==> src/rtl/button_debounce_hold_edge_core_assert.svh <==
// Assertion macros used by button_debounce_hold_edge_core.sv.
`ifndef BUTTON_DEBOUNCE_HOLD_EDGE_CORE_ASSERT_SVH
`define BUTTON_DEBOUNCE_HOLD_EDGE_CORE_ASSERT_SVH

// The consequent must hold in the same cycle as the antecedent.
`define BDHE_ASSERT_SAME(label, ante, cons) \
   label: assert property (@(posedge clock) disable iff (reset) (ante) |-> (cons)) \
      else $error("assertion failed: same-cycle implication");

// The consequent must hold in the cycle after the antecedent.
`define BDHE_ASSERT_NEXT(label, ante, cons) \
   label: assert property (@(posedge clock) disable iff (reset) (ante) |=> (cons)) \
      else $error("assertion failed: next-cycle implication");

`endif

==> src/rtl/bdhe_pkg.sv <==
`default_nettype none

package bdhe_pkg;

   localparam int BUTTON_COUNT = 8;
   localparam int BTN_IDX_W = (BUTTON_COUNT > 1) ? $clog2(BUTTON_COUNT) : 1;
   localparam logic [7:0] BUTTON_LIMIT = 8'(BUTTON_COUNT);

   localparam logic [15:0] DEBOUNCE_TIME_RESET = 16'd50;
   localparam logic [15:0] HOLD_TIME_RESET = 16'd1000;
   localparam logic [15:0] EDGE_WINDOW_RESET = 16'd40;

   typedef enum logic [1:0] {
      KIND_SAMPLE = 2'd0,
      KIND_STATUS = 2'd1,
      KIND_RISE   = 2'd2,
      KIND_FALL   = 2'd3
   } kind_type;

   typedef enum logic [1:0] {
      MODE_RELEASED = 2'd0,
      MODE_PRESSED  = 2'd1,
      MODE_HELD     = 2'd2
   } mode_type;

   typedef enum logic [1:0] {
      CSR_DEBOUNCE_TIME = 2'd0,
      CSR_HOLD_TIME     = 2'd1,
      CSR_EDGE_WINDOW   = 2'd2
   } csr_index_type;

   typedef struct packed {
      logic [15:0] debounce_time;
      logic [15:0] hold_time;
      logic [15:0] edge_window;
   } cfg_type;

   typedef struct packed {
      mode_type    mode;
      logic [31:0] debounce_stamp;
      logic [31:0] hold_stamp;
      logic [31:0] rise_stamp;
      logic [31:0] fall_stamp;
   } btn_state_type;

   typedef struct packed {
      logic is_released;
      logic is_pressed;
      logic is_held;
      logic edge_seen;
   } flags_type;

   localparam btn_state_type BTN_STATE_RESET = '{MODE_RELEASED, 32'd0, 32'd0, 32'd0, 32'd0};

endpackage

`default_nettype wire

==> src/rtl/bdhe_update.sv <==
`default_nettype none

module bdhe_update
   import bdhe_pkg::*;
(
   input  btn_state_type state_cur,
   input  kind_type      kind,
   input  logic          pin_high,
   input  logic [31:0]   now_ms,
   input  cfg_type       cfg,
   output btn_state_type state_in,
   output flags_type     flags_in
);

   logic [31:0] since_debounce;
   logic [31:0] since_hold;
   logic [31:0] edge_stamp;
   logic [31:0] since_edge;
   logic        debounce_zero;
   logic        debounce_done;
   logic        hold_done;
   logic        edge_in_window;
   logic        edge_seen;

   assign since_debounce = now_ms - state_cur.debounce_stamp;
   assign since_hold     = now_ms - state_cur.hold_stamp;
   assign edge_stamp     = (kind == KIND_FALL) ? state_cur.fall_stamp : state_cur.rise_stamp;
   assign since_edge     = now_ms - edge_stamp;
   assign debounce_zero  = (cfg.debounce_time == 16'd0);
   assign debounce_done  = (since_debounce >= 32'(cfg.debounce_time));
   assign hold_done      = (since_hold >= 32'(cfg.hold_time));
   assign edge_in_window = (since_edge < 32'(cfg.edge_window))
                           && (now_ms > 32'(cfg.edge_window));

   // A sample that restarts the debounce stamp passes only with a zero debounce time.
   always_comb begin
      state_in  = state_cur;
      edge_seen = 1'b0;
      case (kind)
         KIND_SAMPLE: begin
            case (state_cur.mode) inside
               MODE_PRESSED, MODE_HELD: begin
                  if (!pin_high) begin
                     state_in.debounce_stamp = now_ms;
                     if (state_cur.mode == MODE_PRESSED && hold_done) begin
                        state_in.mode = MODE_HELD;
                     end
                  end
                  if (pin_high ? debounce_done : debounce_zero) begin
                     state_in.fall_stamp = now_ms;
                     state_in.mode       = MODE_RELEASED;
                  end
               end
               default: begin
                  if (pin_high) begin
                     state_in.debounce_stamp = now_ms;
                  end
                  if (pin_high ? debounce_zero : debounce_done) begin
                     state_in.rise_stamp = now_ms;
                     state_in.hold_stamp = now_ms;
                     state_in.mode       = MODE_PRESSED;
                  end
               end
            endcase
         end
         KIND_RISE: begin
            edge_seen           = edge_in_window;
            state_in.rise_stamp = 32'd0;
         end
         KIND_FALL: begin
            edge_seen           = edge_in_window;
            state_in.fall_stamp = 32'd0;
         end
         default: begin
         end
      endcase
   end

   always_comb begin
      flags_in.is_pressed  = (state_in.mode == MODE_PRESSED) || (state_in.mode == MODE_HELD);
      flags_in.is_released = !flags_in.is_pressed;
      flags_in.is_held     = (state_in.mode == MODE_HELD);
      flags_in.edge_seen   = edge_seen;
   end

endmodule

`default_nettype wire

==> src/rtl/button_debounce_hold_edge_core.sv <==
// Channel  Ports                                      Handshake
// req      req_kind, req_button, req_pin_high,        req_valid / req_ready
//          req_now_ms
// rsp      rsp_is_released, rsp_is_pressed,           rsp_valid / rsp_ready
//          rsp_is_held, rsp_edge_seen
// csr      csr_index, csr_write_data                  csr_write_enable
//
// A word is taken each cycle unless both registers are full and rsp_ready is low.
// The per-button state is read, updated and written back between the input register
// and the result register, so consecutive words on the same button see each other.
// Synchronous reset clears all button states and loads the default timings.
// A stalled result holds its register; an empty input register still takes one word.

`default_nettype none
`include "button_debounce_hold_edge_core_assert.svh"

module button_debounce_hold_edge_core
   import bdhe_pkg::*;
(
   input  logic        clock,
   input  logic        reset,
   input  logic        req_valid,
   output logic        req_ready,
   input  logic [1:0]  req_kind,
   input  logic [7:0]  req_button,
   input  logic        req_pin_high,
   input  logic [31:0] req_now_ms,
   output logic        rsp_valid,
   input  logic        rsp_ready,
   output logic        rsp_is_released,
   output logic        rsp_is_pressed,
   output logic        rsp_is_held,
   output logic        rsp_edge_seen,
   input  logic        csr_write_enable,
   input  logic [1:0]  csr_index,
   input  logic [15:0] csr_write_data
);

   cfg_type        cfg_ff;
   btn_state_type  state_ff [BUTTON_COUNT];

   logic           in_valid_ff;
   kind_type       kind_ff;
   logic [7:0]     button_ff;
   logic           pin_high_ff;
   logic [31:0]    now_ms_ff;

   logic           rsp_valid_ff;
   flags_type      rsp_flags_ff;

   logic                 advance;
   logic                 in_range;
   logic [BTN_IDX_W-1:0] btn_idx;
   btn_state_type        state_cur;
   btn_state_type        state_in;
   flags_type            flags_in;
   flags_type            rsp_flags_in;

   assign advance   = !rsp_valid_ff || rsp_ready;
   assign req_ready = !in_valid_ff || advance;
   assign in_range  = (button_ff < BUTTON_LIMIT);
   assign btn_idx   = button_ff[BTN_IDX_W-1:0];
   assign state_cur = in_range ? state_ff[btn_idx] : BTN_STATE_RESET;

   bdhe_update u_update (
      .state_cur (state_cur),
      .kind      (kind_ff),
      .pin_high  (pin_high_ff),
      .now_ms    (now_ms_ff),
      .cfg       (cfg_ff),
      .state_in  (state_in),
      .flags_in  (flags_in)
   );

   assign rsp_flags_in = in_range ? flags_in : '0;

   always_ff @(posedge clock) begin
      if (reset) begin
         cfg_ff.debounce_time <= DEBOUNCE_TIME_RESET;
         cfg_ff.hold_time     <= HOLD_TIME_RESET;
         cfg_ff.edge_window   <= EDGE_WINDOW_RESET;
      end else if (csr_write_enable) begin
         unique case (csr_index)
            CSR_DEBOUNCE_TIME: cfg_ff.debounce_time <= csr_write_data;
            CSR_HOLD_TIME:     cfg_ff.hold_time     <= csr_write_data;
            CSR_EDGE_WINDOW:   cfg_ff.edge_window   <= csr_write_data;
            default: begin
            end
         endcase
      end
   end

   always_ff @(posedge clock) begin
      if (reset) begin
         for (int i = 0; i < BUTTON_COUNT; i++) begin
            state_ff[i] <= BTN_STATE_RESET;
         end
      end else if (in_valid_ff && advance && in_range) begin
         state_ff[btn_idx] <= state_in;
      end
   end

   always_ff @(posedge clock) begin
      if (reset) begin
         in_valid_ff <= 1'b0;
      end else if (req_ready) begin
         in_valid_ff <= req_valid;
      end
   end

   always_ff @(posedge clock) begin
      if (req_ready && req_valid) begin
         kind_ff     <= kind_type'(req_kind);
         button_ff   <= req_button;
         pin_high_ff <= req_pin_high;
         now_ms_ff   <= req_now_ms;
      end
   end

   always_ff @(posedge clock) begin
      if (reset) begin
         rsp_valid_ff <= 1'b0;
      end else if (advance) begin
         rsp_valid_ff <= in_valid_ff;
      end
   end

   always_ff @(posedge clock) begin
      if (advance && in_valid_ff) begin
         rsp_flags_ff <= rsp_flags_in;
      end
   end

   assign rsp_valid       = rsp_valid_ff;
   assign rsp_is_released = rsp_flags_ff.is_released;
   assign rsp_is_pressed  = rsp_flags_ff.is_pressed;
   assign rsp_is_held     = rsp_flags_ff.is_held;
   assign rsp_edge_seen   = rsp_flags_ff.edge_seen;

   `BDHE_ASSERT_NEXT(a_word_reaches_result, in_valid_ff && advance, rsp_valid_ff)
   `BDHE_ASSERT_NEXT(a_stalled_input_holds, in_valid_ff && !advance,
                     in_valid_ff && $stable(now_ms_ff) && $stable(button_ff))
   `BDHE_ASSERT_SAME(a_held_is_pressed, rsp_valid_ff && rsp_flags_ff.is_held,
                     rsp_flags_ff.is_pressed)
   `BDHE_ASSERT_SAME(a_flags_exclusive,
                     rsp_valid_ff && (rsp_flags_ff.is_released || rsp_flags_ff.is_pressed),
                     rsp_flags_ff.is_released != rsp_flags_ff.is_pressed)

endmodule

`default_nettype wire
==> config.mk <==
export PLATFORM = sky130hd
export DESIGN_NAME = button_debounce_hold_edge_core
export DESIGN_NICKNAME = d
export VERILOG_FILES = /design/src/rtl/bdhe_pkg.sv /design/src/rtl/bdhe_update.sv /design/src/rtl/button_debounce_hold_edge_core.sv
export VERILOG_INCLUDE_DIRS = /design/src /design/src/rtl
export SDC_FILE = /design/constraint.sdc
export NUM_CORES = 2
export LEC_CHECK = 0
export BUFFER_PORTS_ARGS = -buffer_cell sky130_fd_sc_hd__buf_2
export CELL_PAD_IN_SITES_DETAIL_PLACEMENT = 1
export CELL_PAD_IN_SITES_GLOBAL_PLACEMENT = 1
export CORE_ASPECT_RATIO = 2
export CORE_MARGIN = 3
export CORE_UTILIZATION = 56
export DETAILED_ROUTE_END_ITERATION = 8
export HOLD_SLACK_MARGIN = 0.12
export MAX_ROUTING_LAYER = met4
export PLACE_DENSITY = 0.9
export SLEW_MARGIN = 20
export SYNTH_ARGS = -nofsm -noshare
export SYNTH_HDL_FRONTEND = slang
export SYNTH_HIERARCHICAL = 1
export SYNTH_SLANG_ARGS = --single-unit
==> constraint.sdc <==
create_clock -name clock -period 25 [get_ports clock]
set_input_delay 1.25 -clock clock [delete_from_list [all_inputs] [get_ports clock]]
set_output_delay 1.25 -clock clock [all_outputs]
set_load 0.05 [all_outputs]
* Yosys cells after proc, flatten, opt, wreduce, memory -nomap -nowiden
Memory sizes are Yosys's and may differ from the RTL's. A register that Yosys moved wholly into a read port is not among the register bits.
Index checks and enable logic that the tools add are counted.
** Word-level totals
- Flip-flop bits (word level) :: 97
- Bits in writable memories :: 1040
- Input port bits :: 66
- Output and inout port bits :: 6
- Logic and storage cells :: 77
- Memories kept :: 1
** Memory list
- state_ff :: depth 8, width 130, rd ports 1, clocked after memory_dff 1, write ports 8, line button_debounce_hold_edge_core.sv:40 : btn_state_type state_ff [BUTTON_COUNT];
** Cells by class
- Add/subtract/negate cells :: 3
- $lt $le $gt $ge :: 5
- Equality and inequality tests :: 8
- Mux-type cells :: 26
- Reductions and logical operators :: 21
** Operators by type and width (count)
- two-way mux 130 bit :: 2
- OR reduction 130 bit :: 1
- two-way mux 32 bit :: 4
- two-way mux 64 bit :: 2
- one-hot mux 32 bit (2 select lines) :: 2
- subtractor 32 bit :: 3
- two-way mux 34 bit :: 2
- two-way mux 66 bit :: 1
- >= comparator 32 x 16 -> 1 bit :: 2
- > comparator 32 x 16 -> 1 bit :: 1
- less-than comparator 32 x 16 -> 1 bit :: 1
- zero test 16 bit :: 1
- == test 2 bit (second input constant) :: 5
- less-than comparator 8 x 4 -> 1 bit (second input constant) :: 1
- two-way mux 1 bit :: 8
- AND reduction 2 bit :: 4
- == test 2 x 1 -> 1 bit (second input constant) :: 3
- two-way mux 2 bit :: 3
- two-way mux 3 bit :: 2
- logical AND 1 bit :: 5
- zero test 2 bit :: 2
- OR reduction 2 bit :: 2
- zero test 1 bit :: 3
- logical OR 1 bit :: 3

* Depth between registers and ports, before layout
- Depth in word-level cells :: 13
- Gate-level depth with buffers :: 32
- Gate-level depth less buffers :: 28

* Modules after synthesis
Netlist, hierarchy kept.
** Modules (own cells, without submodules)
- button_debounce_hold_edge_core :: times used 1, cells an instance 4057, area an instance 52740.6 um^2, sequential area each 33702.3 um^2
- bdhe_update :: times used 1, cells an instance 1444, area an instance 9814.4 um^2, sequential area each 0.0 um^2

* Worst setup path before layout
Ideal clock, no wire load.
- Path type :: input -> register
- Start point :: input rsp_ready
- End point :: memory state_ff[0][0] (netlist name) (enable)
- Setup time :: 0.971 ns
- Arrival time :: 14.783 ns
- Required time :: 24.029 ns
- Setup slack :: 9.246 ns
- Cell stages on the path :: 4
- Path buffers :: 1
- Cells stage by stage :: nand2b_1 nand3_1 buf_1 o41ai_1
** RTL lines
- from (decl) :: line button_debounce_hold_edge_core.sv:29 : input logic rsp_ready,
- to (decl) :: line button_debounce_hold_edge_core.sv:40

==> impl_summary.md <==
Clock tree
In this run the clock root is driven by a clkbuf_16. At the later pin of the worst-skew pair, clock insertion delay measures just under 0.8 ns. The number of clock buffers added by TritonCTS is approximately 100. Post-CTS timing repair inserted 0 buffers for setup. The number of resized instances in the post-cts repair step is 0.

The clock tree synthesis step divided the H-tree into 3 levels. The buffer levels on the longest clock path is 3. Hold repair after CTS inserted 0 buffers.

The clock net sink count is around 1100. After clock tree synthesis, the clock-pin slew on the worst setup and hold paths is approximately 0.07 ns. The CTS tree is done.

Global route
The overflow left after global routing is 0. The initial antenna violation count is 11. Entering global routing, the biggest net connects around 210 pins. The global-route usage over all layers is 42.1%.

The number of global-route vias before repair is between 50000 and 60000. The first global-routing pass estimated 357 mm of wire.

Drt
The detailed-route wire length is between 200 and 250 mm. Dividing the detail-routed wire length by the instance count gives 35.8 um. After detailed routing, the number of vias per cell comes to slightly below 8.

The number of nets still failing antenna checks after routing is 0. In this run, the number of DRC markers left after iteration 0 of detailed routing was around 7000. The detailed router placed ~53000 vias in this run.

The DRC violation count after routing is 0. The first detailed-routing pass took 6 iterations.

Critical path
The slack of the worst reg-to-reg path is between 15 and 20 ns. For the worst setup path, the data required time is about 25 ns. The worst register-to-register path begins at button_ff[7]$_DFFE_PN_.

The capture point of the worst path is state_ff[3][89]$_SDFFCE_PN0P_. The setup path with the least slack is of type reg -> reg. Grouping stages by cell kind, the critical path spends the most delay in simple AND/OR/NAND/NOR gates.

For the worst flop-to-flop path, the logic depth is 28. The highest net fanout along the worst path is 148. The peak per-stage delay on the critical path is 0.81 ns. The arrival time at the worst endpoint is approximately 10 ns.

The startpoint kind of the worst setup timing path is a flop. The capture point of the worst reg-to-reg path is state_ff[3][89]$_SDFFCE_PN0P_. Together, buffers and inverters on the worst path number 6. On the critical path, the stage with the largest delay is an instance of nor4_1.

In this run the number of cells on the critical path is 28. The source of the critical timing path is button_ff[7]$_DFFE_PN_. STA classifies the critical path endpoint as a flop.

Synth
By instance count, the leading cell after synthesis is edfxtp_1. The cell count after synthesis is between 5000 and 6000. The number of warning messages in the yosys log is 6. The number of nets handed over by synthesis was around 5700. After synthesis, flip-flops and latches occupy ~54% of the total area.

The dominant combinational cell family by area after synthesis is simple AND/OR/NAND/NOR gates. The biggest area contributor in the post-synthesis netlist is edfxtp_1. Summing the areas of all xor and xnor instances in the mapped netlist gives less than 1% of the synthesized area. The synthesized netlist contains 91 unique library cells.

The synthesized-area fraction occupied by ao, oa, aoi and oai cells is 9.05%. In this run, synthesis inferred approximately 1100 flip-flops with an integrated enable. The dominant register cell in the synthesized netlist is edfxtp_1. The commonest cells after synthesis are 1087 x edfxtp_1, 1035 x nor4_1, 547 x nand2_1.

Measured against the total synthesized area, the mux share comes to between 10% and 20%. Dividing the synthesized area by the synthesized cell count gives ~11 um2. The post-synthesis adder-cell area fraction is between 3 and 4%. Sorting the synthesized cells by area gives the leading types as edfxtp_1 52%, nor4_1 10%, mux2_2 5.5%. The area share of the leading cell type in the synthesized netlist is 52.2%.

Synthesis inferred between 1000 and 1500 register bits. The share of flip-flops with an asynchronous set or reset after synthesis is 0%. The cell area that synthesis handed to floorplanning was roughly 63000 um2.

The simple-gate share of the synthesized area is between 10% and 20%.

Cells and area
The post-route cell area is 66800 um2. The synthesis-to-layout area growth is 6.86%. Once layout is complete, the utilization of the core stands at around three fifths. The footprint of the flip-flops and latches is ~34000 um2. In the final layout, the multi-input gates occupy 25700 um2. The non-filler instance count after layout is between 6000 and 7000. The fill cell total of the finished layout is around 11000. The number of nets in the final layout is 5448. In the final layout, the share of cells above drive strength 1 is 13.8%.

Power
The power density over the cells is a little under 70 nW/um2. The leakage power figure is 21.8 nW. The sum of internal, switching and leakage power is 4.54 mW. Across the VDD grid, the largest voltage drop is 0.0759 mV.

Place
Once placement completed, the tool counted placed cells totaling 6594. After detailed placement, the total cell area comes to around 63000 um2. The placed wire-length estimate is 138 mm.

The setup slack at placement is around 16 ns. The final estimated routing congestion in global placement is ~1. During placement, the flow inserted port buffers numbering slightly above 70.

Timing
The final critical-path share of the clock period is 38.8%. The minimum hold slack is around 0.46 ns. Setup repair after global routing left no endpoint under its margin. The clock period minus final worst setup slack is ~10 ns. The number of pins with negative max-slew slack in the final report was 0.

Between clock sinks in the finished design, the worst skew comes to approximately 0.046 ns. The top achievable clock speed is 103 MHz. Setup violations remaining at the end of the flow were counted as 0.

The final total negative setup slack is 0 ns. The number of endpoints with negative hold slack in the final report is 0. The normalized max-slew margin is approximately 15%. Across all setup checks in the final design, the least slack found is ~15 ns.

For the pin with the worst max-slew slack, the measured transition is roughly 1.3 ns.

Floorplanning
The overall die height is between 400 and 500 um. The placeable core region is ~110000 um2. The overall die area is 116000 um2. The total I/O pin count is 72.

After floorplanning, the core was divided into ~170 placement rows. The width of the die is 242 um. Once the floorplan was initialized, standard cells occupied 56.7% of the core.

Outcome
The run finished with clean final reports.

Flow run
The max-cap violation count is 0.

Worst hold path
The path type of the worst min-delay path is reg -> reg.
==> routing by layer <==
layer | vias up | GRT usage (%) | wire (um)
met5 | - | - | 0
met4 | 0 | 36.2 | 24300
met3 | 1543 | 9.57 | 27200
met2 | 4238 | 65.1 | 113000
met1 | 25800 | 46.0 | 78800
li1 | 21200 | - | -
==> state kept, by name (all words and copies together) (netlist names), named ones only <==
| register | cells |
|---|---|
| pin_high_ff | 1 |
| now_ms_ff | 32 |
| rsp_is_held | 1 |
| in_valid_ff | 1 |
| rsp_is_pressed | 1 |
| rsp_edge_seen | 1 |
| state_ff | 1040 |
| button_ff | 8 |
| cfg_ff | 48 |
| rsp_is_released | 1 |
| rsp_valid | 1 |
| kind_ff | 2 |
==> tightest hold or removal path: cells and delay by family (launching register included) <==
family,cells,cell delay (ns)
and+or+nand+nor,1,0.05
DFF,1,0.31
AOI/OAI and AO/OA,1,0.05
==> power by group <==
| group | leakage, nW | total (mW) | switching (mW) | internal, mW |
|---|---|---|---|---|
| clock network | 1.69 | 1.71 | 0.755 | 0.955 |
| logic | 8.58 | 0.637 | 0.448 | 0.189 |
| registers | 11.5 | 2.19 | 0.0375 | 2.15 |
==> cell families (layout without fill, tap and decap cells) <==
group | after synthesis | after routing
multiplexers | 604 | 604
XOR/XNOR | 60 | 60
buffers and inverters | 752 | 552
AND/OR/NAND/NOR | 1978 | 1978
AO/OA/AOI/OAI | 803 | 803
flip-flops | 1140 | 1140
other | 0 | 14
adder cells (fa/ha/maj) | 164 | 164
==> final cells by class <==
class	count	area share, %
sequential	1140	50.4
timing repair buffer	206	2.18
antenna	14	0.0524
multi-input combinational	3609	38.5
clock buffer	123	3.98
inverter	160	0.906
clock inverter	63	1.21
tap	1479	2.77
==> worst min-delay path by stage <==
stage,cells after the start,to,slack (ns),startpoint
after floorplan,2,cfg_ff[10]$_SDFFE_PP0P_,0.44,cfg_ff[10]$_SDFFE_PP0P_
after global placement,2,cfg_ff[17]$_SDFFE_PP0P_,0.44,cfg_ff[17]$_SDFFE_PP0P_
after detailed placement,2,cfg_ff[12]$_SDFFE_PP0P_,0.45,cfg_ff[12]$_SDFFE_PP0P_
after CTS,2,cfg_ff[26]$_SDFFE_PP0P_,0.46,cfg_ff[26]$_SDFFE_PP0P_
after global routing,2,cfg_ff[18]$_SDFFE_PP0P_,0.48,cfg_ff[18]$_SDFFE_PP0P_
final,2,cfg_ff[26]$_SDFFE_PP0P_,0.46,cfg_ff[26]$_SDFFE_PP0P_
==> placed cells by master (no fill, tap or decap), types with 102 or more instances in the layout <==
cell type / count
edfxtp_1: 1087
nor4_1: 1035
nand2_1: 544
mux2_2: 305
mux2i_1: 299
a21oi_1: 162
inv_1: 158
ha_1: 158
nor3_1: 144
o22ai_1: 134
a22o_1: 130
buf_4: 127
clkbuf_16: 102
(Power assumes the default switching activity.)
